## config.mk

```make
export PLATFORM = sky130hd
export DESIGN_NAME = ising_div
export DESIGN_NICKNAME = d
export VERILOG_FILES = /design/src/hdl/ising_pkg.sv /design/src/hdl/ising_div.sv
export SDC_FILE = /design/constraint.sdc
export NUM_CORES = 1
export LEC_CHECK = 0
export ABC_AREA = 1
export BUFFER_PORTS_ARGS = -buffer_cell sky130_fd_sc_hd__buf_2
export CAP_MARGIN = 25
export CORE_MARGIN = 3
export CORE_UTILIZATION = 50
export DETAILED_ROUTE_END_ITERATION = 10
export PLACE_DENSITY = 0.87
export SYNTH_ARGS = -nofsm -noshare
export SYNTH_HDL_FRONTEND = slang
export SYNTH_SLANG_ARGS = --single-unit
```

## constraint.sdc

```tcl
create_clock -name clk -period 14.1 [get_ports clk]
set_clock_uncertainty 0.15 [all_clocks]
set_input_delay 2.82 -clock clk [delete_from_list [all_inputs] [get_ports clk]]
set_output_delay 2.82 -clock clk [all_outputs]
set_load 0.05 [all_outputs]
```

## src/hdl/ising_pkg.sv

```systemverilog
// Shared types and constants for the Ising Metropolis site-update block.
`default_nettype none
package ising_pkg;

  localparam int WIDTH_DEF     = 32;
  localparam int HEIGHT_DEF    = 32;
  localparam int PROB_BITS_DEF = 16;

  localparam int DIV_W        = 64;
  localparam int DIV_DIGIT    = 8;
  localparam int TAYLOR_TERMS = 13;

  localparam logic [31:0] LN2_Q32   = 32'd2977044472;
  localparam logic [31:0] KTEMP_Q32 = 32'd1365319963;
  localparam logic [32:0] ONE_Q32   = 33'h1_0000_0000;

  localparam logic [1:0] CFG_COUPLING_J = 2'd0;
  localparam logic [1:0] CFG_FIELD_H    = 2'd1;
  localparam logic [1:0] CFG_TEMP_LEVEL = 2'd2;

  localparam logic OP_TRIAL = 1'b0;
  localparam logic OP_WRITE = 1'b1;

  typedef struct packed {
    logic        op;
    logic [4:0]  site_x;
    logic [4:0]  site_y;
    logic [15:0] rand_uniform;
    logic        spin_value;
  } in_item_t;

  typedef struct packed {
    logic [4:0]         out_x;
    logic [4:0]         out_y;
    logic               spin_after;
    logic               flipped;
    logic signed [19:0] delta_energy;
    logic [16:0]        accept_prob;
  } out_item_t;

  typedef struct packed {
    logic             start;
    logic [DIV_W-1:0] dividend;
    logic [3:0]       divisor;
  } div_req_t;

  typedef enum logic [4:0] {
    ST_CLEAR,
    ST_IDLE,
    ST_WRITE,
    ST_READ,
    ST_GATHER,
    ST_ENERGY,
    ST_DECIDE,
    ST_MULA,
    ST_MULB,
    ST_DIVY,
    ST_WAITY,
    ST_RLO,
    ST_RHI,
    ST_TMUL,
    ST_TDIV,
    ST_TWAIT,
    ST_ROUND,
    ST_FINISH
  } state_t;

endpackage
`default_nettype wire

```

## src/hdl/ising_div.sv

```systemverilog
// Iterative unsigned divider by a 4-bit divisor, eight quotient bits per cycle.
`default_nettype none
module ising_div
  import ising_pkg::*;
(
  input  wire logic             clk,
  input  wire logic             rst_n,
  input  wire div_req_t         req,
  output logic                  done,
  output logic [DIV_W-1:0]      quotient
);

  localparam int STEPS = DIV_W / DIV_DIGIT;
  localparam int CW    = $clog2(STEPS);

  logic [DIV_W-1:0] q_r, q_nxt;
  logic [4:0]       rem_r, rem_nxt;
  logic [CW-1:0]    cnt_r;
  logic             busy_r;
  logic             done_r;

  always_comb begin
    logic [4:0] t;
    q_nxt   = q_r;
    rem_nxt = rem_r;
    for (int i = 0; i < DIV_DIGIT; i++) begin
      t = {rem_nxt[3:0], q_nxt[DIV_W-1]};
      q_nxt = {q_nxt[DIV_W-2:0], (t >= {1'b0, req.divisor})};
      rem_nxt = (t >= {1'b0, req.divisor}) ? t - {1'b0, req.divisor} : t;
    end
  end

  always_ff @(posedge clk) begin
    if (!rst_n) begin
      busy_r <= 1'b0;
      done_r <= 1'b0;
      cnt_r  <= '0;
    end else begin
      done_r <= 1'b0;
      if (req.start) begin
        busy_r <= 1'b1;
        cnt_r  <= '0;
      end else if (busy_r) begin
        cnt_r <= cnt_r + 1'b1;
        if (cnt_r == CW'(STEPS - 1)) begin
          busy_r <= 1'b0;
          done_r <= 1'b1;
        end
      end
    end
  end

  always_ff @(posedge clk) begin
    if (req.start) begin
      q_r   <= req.dividend;
      rem_r <= '0;
    end else if (busy_r) begin
      q_r   <= q_nxt;
      rem_r <= rem_nxt;
    end
  end

  assign done     = done_r;
  assign quotient = q_r;

endmodule
`default_nettype wire

```

Word-level counts from Yosys, hierarchy flattened:

Cells that the tools add are included.

* add/sub/neg operators: 9
* $lt $le $gt $ge: 8
* eq/ne operators: 1
* muxes and demuxes: 14
* bitwise gates (word level): 2
* reduce and logical (&&, ||, !) cells: 3

Operators with widths (number)
* $mux 64: 2
* $ge 5x4->1: 8
* $mux 4: 8
* $sub 4x4->4: 8
* $mux 1: 4
* $add 3x1->3 const B: 1
* $eq 3x3->1 const B: 1
* $reduce_or 3->1: 1
* $not 1->1: 2
* $reduce_bool 2->1: 1
* $reduce_or 2->1: 1

* flip-flop bits (word level): 73
* input port bits: 71

Logic depth before layout (Yosys ltp):

Gate-level depths: netlist of run 1.

* depth after elaboration: 17
* mapped depth: 78
* gate-level depth less buffers: 78

Worst setup path before layout of run 1:

OpenSTA, ideal clock, no wires.

* kind: input-to-reg
* from: input req[1] (netlist bit)
* to: register q_r[0] (netlist: quotient[0]), data pin
* library setup time: 0.272 ns
* arrival: 12.222 ns
* data required time: 13.678 ns
* setup slack: 1.457 ns
* stages: 74
* buffers on the path: 0
* cells stage by stage: inv_1 -> ha_1 -> nand2_1 -> clkinv_1 -> nand2_1 -> nand2_2 -> nand2_4 -> nand2_4 -> nand2_1 -> nand2_1 -> ha_1 -> a21oi_1 -> o21bai_1 -> nor2_2 -> nand2_1 -> inv_2 -> nand3_1 -> nand2_1 -> (+38 left out) -> nand2_1 -> o21ai_0 -> nand2_1 -> nand2_1 -> inv_1 -> nand3_4 -> nand2_1 -> nand2_1 -> inv_1 -> ha_1 -> nand2_1 -> nor2_1 -> a211oi_1 -> nor2_1 -> nor3_1 -> inv_1 -> nor2_4 -> a31oi_1

* cells in the longest elaborated chain, start to end: 17
* elaborated cells between the ends (all ways): 24
* classes of those cells: 7 x add/sub; 8 x order compare; 9 x mux

Ends and longest elaborated chain
* start: declaration: RTL line ising_div.sv:8 `input wire div_req_t req,`
* $sub 4x4->4 / $ge 5x4->1 (equally long branches): RTL line ising_div.sv:29 `rem_nxt = (t >= {1'b0, req.divisor}) ? t - {1'b0, req.divisor} : t;`
* $mux 4: RTL line ising_div.sv:29
* $sub 4x4->4 / $ge 5x4->1 (equally long branches): RTL line ising_div.sv:29
* $mux 4: RTL line ising_div.sv:29
* $sub 4x4->4 / $ge 5x4->1 (equally long branches): RTL line ising_div.sv:29
* $mux 4: RTL line ising_div.sv:29
* $ge 5x4->1 / $sub 4x4->4 (equally long branches): RTL line ising_div.sv:29
* $mux 4: RTL line ising_div.sv:29
* $sub 4x4->4 / $ge 5x4->1 (equally long branches): RTL line ising_div.sv:29
* $mux 4: RTL line ising_div.sv:29
* $sub 4x4->4 / $ge 5x4->1 (equally long branches): RTL line ising_div.sv:29
* $mux 4: RTL line ising_div.sv:29
* $sub 4x4->4 / $ge 5x4->1 (equally long branches): RTL line ising_div.sv:29
* $mux 4: RTL line ising_div.sv:29
* $ge 5x4->1 *: RTL line ising_div.sv:28 `q_nxt = {q_nxt[DIV_W-2:0], (t >= {1'b0, req.divisor})};`
* $mux 64 *: RTL line ising_div.sv:57 `end else if (busy_r) begin`
* $mux 64 *: RTL line ising_div.sv:54 `if (req.start) begin`
* end signal: assignment: RTL line ising_div.sv:55 `q_r <= req.dividend;`
* end signal: assignment: RTL line ising_div.sv:58 `q_r <= q_nxt;`
* end: declaration: RTL line ising_div.sv:16 `logic [DIV_W-1:0] q_r, q_nxt;`

Every way passes the cells marked *; elsewhere a longest branch is shown, timed or not. The select of a mux whose other input is x is not followed.
A chain may end at the register's enable or synchronous reset.

Worst setup path in the final report of run 1:

Same ends and word-level chain as after synthesis.

==> results of run 1 <==
[per-layer routing]
layer	GRT usage, %	vias up	part of all wire, %
met2	39.8	180	50
met5	0	-	0
met3	5.77	27	7.3
li1	-	2159	-
met1	29.3	2035	40
met4	8.70	0	2.7
[sequential cells by signal, indices dropped and copies added (netlist names)]
signal,cells
quotient,64
done,1
busy_r,1
cnt_r,3
rem_r,4
[cells by family (layout without fill, tap and decap cells)]
logic type | Yosys count | after routing
xor gates and xnor gates | 16 | 16
and+or+nand+nor | 338 | 338
AOI/OAI and AO/OA | 33 | 33
buffers and inverters | 75 | 221
DFF | 73 | 73
adders and majority gates | 42 | 42
[what timing repair did]
item	4_1_cts	5_1_grt
gates resized for setup	0	9
setup endpoints to repair	0	5
setup buffers	0	5
hold endpoints to repair	0	0
[worst max-delay path, delay by kind of cell]
family	cells	cell delay, ps
buffers and inverters	13	1480
xor gates and xnor gates	1	190
adders and majority gates	8	2670
and+or+nand+nor	36	4040
AOI/OAI and AO/OA	12	2020
[cell usage after synthesis, drive strengths merged, types with 2 or more instances]
master    n  area share, %
clkinv    3           0.23
a21oi    12            2.2
nand4     6           0.75
fa        8            3.2
xor2      7            1.2
o21bai    2           0.30
inv      58            4.4
ha       34            8.5
nor3      4           0.95
a41oi     3           0.53
nand3    42            7.3
edfxtp   64             39
nor2     22            2.2
xnor2     9            1.6
nand2   260             21
clkbuf   14            1.1
dfxtp     9            3.6
a211oi    2           0.30
o21ai     5           0.50
a31oi     8            1.0
[metrics by stage]
step	hold WS [ps]	setup WS (ps)	instances	setup TNS (ps)
finish	325	796	852	0
global route	357	-49.1	852	-120
CTS	327	325	847	0
detailed placement	315	-5.81	831	-5.81
global placement	302	682	831	0
floorplan	291	1460	577	0
[path summary, 6_finish.rpt]
check          startpoint     endpoint  slack (ps)  cells past startpoint
max                req[1]  quotient[0]         800                     70
min              cnt_r[2]     cnt_r[2]         330                      2
max reg2reg  quotient[63]  quotient[0]        3150                     70
min reg2reg      cnt_r[2]     cnt_r[2]         330                      2
[placed cells by master (no fill, tap or decap), drive strengths merged]
cell	count
fa	8
nor2	22
a21oi	12
nand3	42
xor2	7
nand2	260
and3	1
nor4	1
a41oi	3
o21ai	5
dfxtp	9
clkbuf	11
o21bai	2
clkinv	4
buf	143
inv	58
a21o	1
nand3b	1
nor3b	1
edfxtp	64
nand4	6
a31oi	8
clkinvlp	5
ha	34
nor3	4
a211oi	2
xnor2	9
[area by class of cell]
type	instances	area, sq um
sequential	73	2100
tap	129	161
fill	786	3410
multi-input combinational	429	2640
timing repair buffer	144	746
clock inverter	6	43.8
inverter	61	233
clock buffer	10	128
==> flow_summary_export.csv, run 1 <==
group,metric,value,unit
drt,drc,0,
cts,cts_tree,"built",
drt,drt_iter0_drc,360,
floorplanning,dieArea,0.0112,sq mm
drt,routed_wl,13000,microns
critical_path,cp_slowest_cell,"fa_1",
floorplanning,rows,35,
logic_synthesis,yosys_warnings,0,
timing,finalSetupViolCount,0,
critical_path,start_kind,"input pin",
logic_synthesis,ys_seq_area_share,42.1,%
drt,routedWlPerCell,15.3,microns
logic_synthesis,synthSimpleGateAreaFrac,32.7,%
finish,areaGrowthSynthToFinish,21.2,%
global_routing,grt_pass1_wl,21000,microns
critical_path,worstPathRequired,14020,ps
timing,slew_viol_final,0,
timing,maxSlewHeadroom,46.8,%
floorplanning,io-pin-count,136,
critical_path,critPathKind,"in2reg",
finish,utilization,63.9,%
logic_synthesis,synth_xor_xnor_area_share,2.81,%
cts,clk_pin_slew,80,ps
logic_synthesis,synthMuxAreaShare,0,%
critical_path,crit_arrival,13220,ps
finish,final_area,0.00605,sq mm
status,status,"completed",
global_routing,antenna_found_initial,0,
cts,cts-hold-fix-buffers,0,
critical_path,cpPeakStageDelay,440,ps
global_routing,grt_start_max_net_pins,65,
global_routing,grt_usage,23.5,%
logic_synthesis,synth_compound_area_share,4.96,%
logic_synthesis,ys.flop_type,"edfxtp_1",
logic_synthesis,synth_top_family_by_area,"simple AND/OR/NAND/NOR gates",
drt,vias,4401,
logic_synthesis,syn_nets,690,
logic_synthesis,synth-seq-cells,73,
placed_design,post_dp_cell_area,0.00580,sq mm
logic_synthesis,postSynthAreaPerCell,8.65,sq um
timing,hold_viol,0,
logic_synthesis,async_flop_share,0,%
cts,htreeDepth,3,
timing,max_freq,75.2,MHz
logic_synthesis,syn_inst,577,
critical_path,endpoint_kind,"register",
drt,first_pass_iters,5,
flow_run,cap_violations,0,
global_routing,grt_pass1_vias,4346,
floorplanning,core_area,0.00946,sq mm
placed_design,port_buffers,135,
timing,worst_pin_slew,798,ps
logic_synthesis,synthAdderAreaFrac,11.7,%
finish,final_net_count,831,
floorplanning,fp.dieW,106,microns
finish,antennaDiodeCount,0,
logic_synthesis,syn_area,0.00499,sq mm
logic_synthesis,ys_types,38,
floorplanning,die_h,106,microns
drt,final_antenna_net_count,0,
placed_design,hpwl,9820,microns
floorplanning,start_util,52.8,%
cts,cts.path.max_buffers,2,
drt,vias_per_cell,5.17,
finish,drive_gt1_share,29.0,%
cts,cts-root-buf,"clkbuf_8",
cts,clk_latency,340,ps
placed_design,place_congestion,0.956,
global_routing,gr-total-overflow,0,
timing,period_share,94.4,%
timing,period_needed,13300,ps
logic_synthesis,synth-edff-count,64,
critical_path,path_max_fanout,9,
critical_path,cp_common_cell,"nand2_1",
hold_path,hold_path.class,"reg2reg",
cts,cts_made_buffers,9,
cts,cts_sinks,73,
Power of run 1 is not shown: default switching activity piles up to over one toggle a cycle in this logic, so the estimate is an artifact.
==> inputs of run 2 (changes only) <==
--- a/config.mk
+++ b/config.mk
@@ -8,6 +8,7 @@
 export ABC_AREA = 1
 export BUFFER_PORTS_ARGS = -buffer_cell sky130_fd_sc_hd__buf_2
 export CAP_MARGIN = 25
+export CORE_ASPECT_RATIO = 1.5
 export CORE_MARGIN = 3
 export CORE_UTILIZATION = 50
 export DETAILED_ROUTE_END_ITERATION = 10
==> run 2 against run 1 <==
Sequential cell count unchanged. Setup slack got worse by 110 ps. Design area grew 2.1%. Critical path type unchanged. Largest cell class unchanged.
==> flow_summary_export.csv, run 2 (synthesis results as in run 1) <==
group,metric,value,unit
status,status,"completed",
drt,final_antenna_net_count,0,
critical_path,cp_slowest_cell,"ha_1",
finish,final_net_count,833,
timing,final.setup.tns,0,ps
hold_path,hold_path.class,"reg2reg",
cts,cts-root-buf,"clkbuf_16",
critical_path,start_kind,"input pin",
finish,areaGrowthSynthToFinish,23.8,%
timing,maxSlewHeadroom,58.8,%
finish,n_fill_cell,786,
critical_path,cp.depth,73,
placed_design,place_inst,816,
cts,cts_tree,"built",
cts,cts_sinks,73,
cts,clk_pin_slew,60,ps
floorplanning,core_area,0.00969,sq mm
floorplanning,die_h,128,microns
cts,clk_latency,330,ps
drt,routedWlPerCell,16.1,microns
floorplanning,dieArea,0.0112,sq mm
timing,period_share,95.1,%
global_routing,grt_start_max_net_pins,61,
cts,cts.path.max_buffers,2,
floorplanning,fp.dieW,87.6,microns
finish,largest_register_ffs,64,
global_routing,grt_pass1_vias,4497,
critical_path,cp_common_cell,"nand2_1",
floorplanning,start_util,51.5,%
timing,finalSetupViolCount,0,
timing,setup_slack,690,ps
critical_path,crit_family,"simple AND/OR/NAND/NOR gates",
timing,slew_viol_final,0,
timing,period_needed,13410,ps
critical_path,crit_arrival,13310,ps
floorplanning,io-pin-count,136,
global_routing,grt_usage,24.3,%
placed_design,port_buffers,135,
drt,drc,0,
critical_path,path_max_fanout,8,
critical_path,worstPathRequired,14000,ps
timing,hold_viol,0,
drt,routed_wl,13500,microns
critical_path,endpoint_kind,"register",
critical_path,r2r_cells,70,
placed_design,place_congestion,0.875,
timing,max_freq,74.6,MHz
drt,first_pass_iters,5,
cts,cts-hold-fix-buffers,0,
finish,final_cell_mix,"nand2_1 (245), buf_2 (134), edfxtp_1 (64), inv_1 (54), ha_1 (33)",
timing,worst_pin_slew,618,ps
global_routing,gr-total-overflow,0,
finish,utilization,63.7,%
critical_path,cpPeakStageDelay,360,ps
critical_path,r2r_slack,3080,ps
cts,htreeDepth,3,
placed_design,place_ws,-117,ps
critical_path,crit_start,"req[2]",
finish,fin_cells,839,
finish,layout_commonest_cell,"nand2_1",
global_routing,antenna_found_initial,0,
placed_design,hpwl,10000,microns
global_routing,grt_pass1_wl,20900,microns
critical_path,crit-reg2reg-launch,"quotient[63]",
flow_run,cap_violations,0,
drt,vias_per_cell,5.39,
floorplanning,rows,44,
finish,antennaDiodeCount,0,
drt,vias,4522,
critical_path,critPathKind,"in2reg",
cts,cts_made_buffers,9,
critical_path,r2r_end,"quotient[0]",
critical_path,cp_num_buf_inv,12,
drt,drt_iter0_drc,259,
critical_path,worstSetupEndpoint,"quotient[0]",
finish,drive_gt1_share,29.1,%
==> run 2: changes by cell type in the layout (fill, tap and decap cells not counted), moves of 2 or more <==
cell,before,now
buf_4,9,11
clkbuf_16,0,9
clkbuf_8,9,0
clkinv_1,3,5
clkinvlp_4,5,2
==> run 2: worst min path at each step <==
stage	slack [ps]	startpoint	end	cells past startpoint
CTS	320	cnt_r[1]	cnt_r[1]	2
global placement	300	cnt_r[2]	cnt_r[2]	2
global route	360	cnt_r[2]	cnt_r[2]	2
detailed placement	310	cnt_r[1]	cnt_r[1]	2
finish	320	cnt_r[1]	cnt_r[1]	2
floorplan	290	cnt_r[1]	cnt_r[1]	2
==> run 2: layer usage <==
metal	GRT usage [%]	share of wire [%]	vias up
met3	5.57	7.3	48
met2	41.3	52	214
li1	-	-	2172
met1	28.1	36	2088
met5	0	0	-
met4	12.5	4.4	0
==> run 2: area by class of cell <==
class / instances / area (sq um) / area share [%]
inverter: 61 / 233 / 3.77
clock inverter: 6 / 58.8 / 0.952
clock buffer: 9 / 225 / 3.65
sequential: 73 / 2100 / 34.0
multi-input combinational: 429 / 2640 / 42.7
tap: 115 / 144 / 2.33
timing repair buffer: 146 / 773 / 12.5
==> run 2: worst reg2reg max path: cells and delay by family, from the launching register on <==
kind,cells,cell delay [ps]
xor gates and xnor gates,1,190
and+or+nand+nor,36,4250
buffers and inverters,12,1070
DFF,1,410
AOI/OAI and AO/OA,12,1970
adders and majority gates,9,2700
==> run 2: per-stage QoR <==
| stage | cell area (sq um) | hold slack (ps) |
|---|---|---|
| final | 6180 | 316 |
| after CTS | 6060 | 321 |
| after global placement | 5780 | 301 |
| after detailed placement | 5780 | 314 |
| after global routing | 6180 | 357 |
| after floorplan | 4990 | 291 |
==> run 2: what timing repair did <==
action	CTS	global route
gates resized for setup	0	12
hold endpoints to repair	0	0
buffers inserted	0	7
setup endpoints to repair	0	5
Power of run 2 is left out for the same reason.
==> inputs of run 3 (changes only) <==
--- a/config.mk
+++ b/config.mk
@@ -10,7 +10,7 @@
 export CAP_MARGIN = 25
 export CORE_ASPECT_RATIO = 1.5
 export CORE_MARGIN = 3
-export CORE_UTILIZATION = 50
+export CORE_UTILIZATION = 48
 export DETAILED_ROUTE_END_ITERATION = 10
 export PLACE_DENSITY = 0.87
 export SYNTH_ARGS = -nofsm -noshare
==> constraint.sdc (replaced) <==
create_clock -name clk -period 11.53 [get_ports clk]
set_clock_uncertainty 0.15 [all_clocks]
set_input_delay 2.306 -clock clk [delete_from_list [all_inputs] [get_ports clk]]
set_output_delay 2.306 -clock clk [all_outputs]
set_load 0.05 [all_outputs]
==> run 3 against run 2 <==
Critical path depth fell by 3. Register-to-register slack got worse by 1300 ps. Critical path type unchanged. Sequential cell count stayed put. Die area increased by 3.9%. Largest cell class unchanged.
==> flow_summary_export.csv, run 3 (synthesis results as in run 1) <==
group,metric,value,unit
status,status,"completed",
floorplanning,start_util,49.2,%
finish,multi_input_area,0.00316,sq mm
cts,cts_sinks,73,
cts,cts_made_buffers,9,
placed_design,hpwl,10400,microns
global_routing,antenna_found_initial,0,
finish,antennaDiodeCount,0,
global_routing,grt_pass1_vias,4675,
timing,final.setup.tns,0,ps
placed_design,place_congestion,0.917,
timing,worst_pin_slew,607,ps
cts,cts-root-buf,"clkbuf_16",
critical_path,crit_arrival,11300,ps
flow_run,cap_violations,0,
floorplanning,rows,45,
timing,rsz0062_at_grt,"true",
global_routing,grt_start_max_net_pins,61,
finish,final_cell_mix,"nand2_1 (216), buf_2 (133), edfxtp_1 (64), buf_4 (54), inv_1 (42)",
finish,drive_gt1_share,44.5,%
global_routing,grt_pass1_wl,22100,microns
drt,routedWlPerCell,18.1,microns
finish,layout_commonest_cell,"nand2_1",
drt,routed_wl,16000,microns
drt,vias_per_cell,5.49,
critical_path,path_max_fanout,6,
cts,cts_tree,"built",
finish,largest_register_ffs,64,
drt,drt_iter0_drc,251,
floorplanning,io-pin-count,136,
critical_path,crit_family,"simple AND/OR/NAND/NOR gates",
global_routing,gr-total-overflow,0,
critical_path,cp_slowest_cell,"ha_4",
critical_path,cp_common_cell,"nand2_4",
finish,ff_latch_area,0.00210,sq mm
finish,final_net_count,876,
timing,period_share,98.8,%
drt,first_pass_iters,5,
critical_path,worstPathRequired,11430,ps
cts,cts.path.max_buffers,2,
critical_path,critPathKind,"in2reg",
floorplanning,fp.dieW,89.3,microns
finish,areaGrowthSynthToFinish,41.3,%
placed_design,port_buffers,135,
timing,period_needed,11390,ps
critical_path,cpPeakStageDelay,280,ps
timing,slew_viol_final,0,
critical_path,cp_num_buf_inv,8,
cts,htreeDepth,3,
floorplanning,dieArea,0.0117,sq mm
critical_path,endpoint_kind,"register",
floorplanning,core_area,0.0101,sq mm
cts,clk_latency,340,ps
timing,maxSlewHeadroom,59.6,%
timing,max_freq,87.8,MHz
critical_path,start_kind,"input pin",
hold_path,hold_path.class,"reg2reg",
drt,vias,4859,
finish,n_fill_cell,688,
global_routing,grt_usage,24.8,%
drt,drc,0,
floorplanning,die_h,131,microns
cts,clk_pin_slew,60,ps
timing,hold_viol,0,
timing,finalSetupViolCount,0,
drt,final_antenna_net_count,0,
run 3: changes by cell type in the layout (fill, tap and decap cells not counted), moves of 3 or more:
cell,previous run,this run
ha_1,33,14
a41oi_2,0,3
nand2_1,245,216
buf_4,11,54
ha_4,1,20
nand2_4,4,13
a21oi_1,5,2
a41oi_1,3,0
nand3_2,3,15
nor2_1,17,14
nand2_2,10,29
inv_2,3,14
inv_1,54,42
nand3_1,28,16
run 3: cell type report:
class | count | area share [%]
Clock buffer | 9 | 3.19
Clock inverter | 7 | 1.21
Inverter | 61 | 3.39
Multi-Input combinational cell | 429 | 44.8
Sequential cell | 73 | 29.8
Tap cell | 117 | 2.08
Timing Repair Buffer | 189 | 15.5
run 3: worst paths after layout:
check          startpoint          end  slack [ps]  depth (start not counted)
max reg2reg  quotient[63]  quotient[0]        1750                         67
max                req[2]  quotient[0]         140                         70
min              cnt_r[1]     cnt_r[1]         350                          2
min reg2reg      cnt_r[1]     cnt_r[1]         350                          2
run 3: tightest hold or removal path, stage by stage (launching register included):
cell	delay, ps
dfxtp_1	320
nand2_1	70
a21oi_1	60
run 3: stage by stage:
stage                     utilization (%)  setup WS, ps  hold WS, ps  cell area, sq um  cells
after floorplan                         -          1.36          291              5200    577
after global placement               60.0         -58.1          301              6080    830
after detailed placement             60.0          -494          326              6080    830
after CTS                            63.3          1.22          340              6420    848
after global routing                 69.6          -414          357              7050    885
final                                69.6           136          346              7050    885
run 3: repair_timing:
item | CTS | global route
resized for setup | 2 | 72
pin swaps | 5 | 63
hold buffers | 0 | 0
endpoints found under the hold margin | 0 | 0
setup buffers | 2 | 37
endpoints found under the setup margin | 5 | 5
run 3: per-layer routing:
| metal | up-vias | track usage (%) | routed length, microns |
|---|---|---|---|
| met5 | - | 0 | 0 |
| met4 | 0 | 16.0 | 1120 |
| met3 | 79 | 5.33 | 984 |
| met2 | 246 | 41.6 | 8370 |
| met1 | 2277 | 28.1 | 5530 |
| li1 | 2257 | - | - |
Power of run 3 is left out for the same reason.
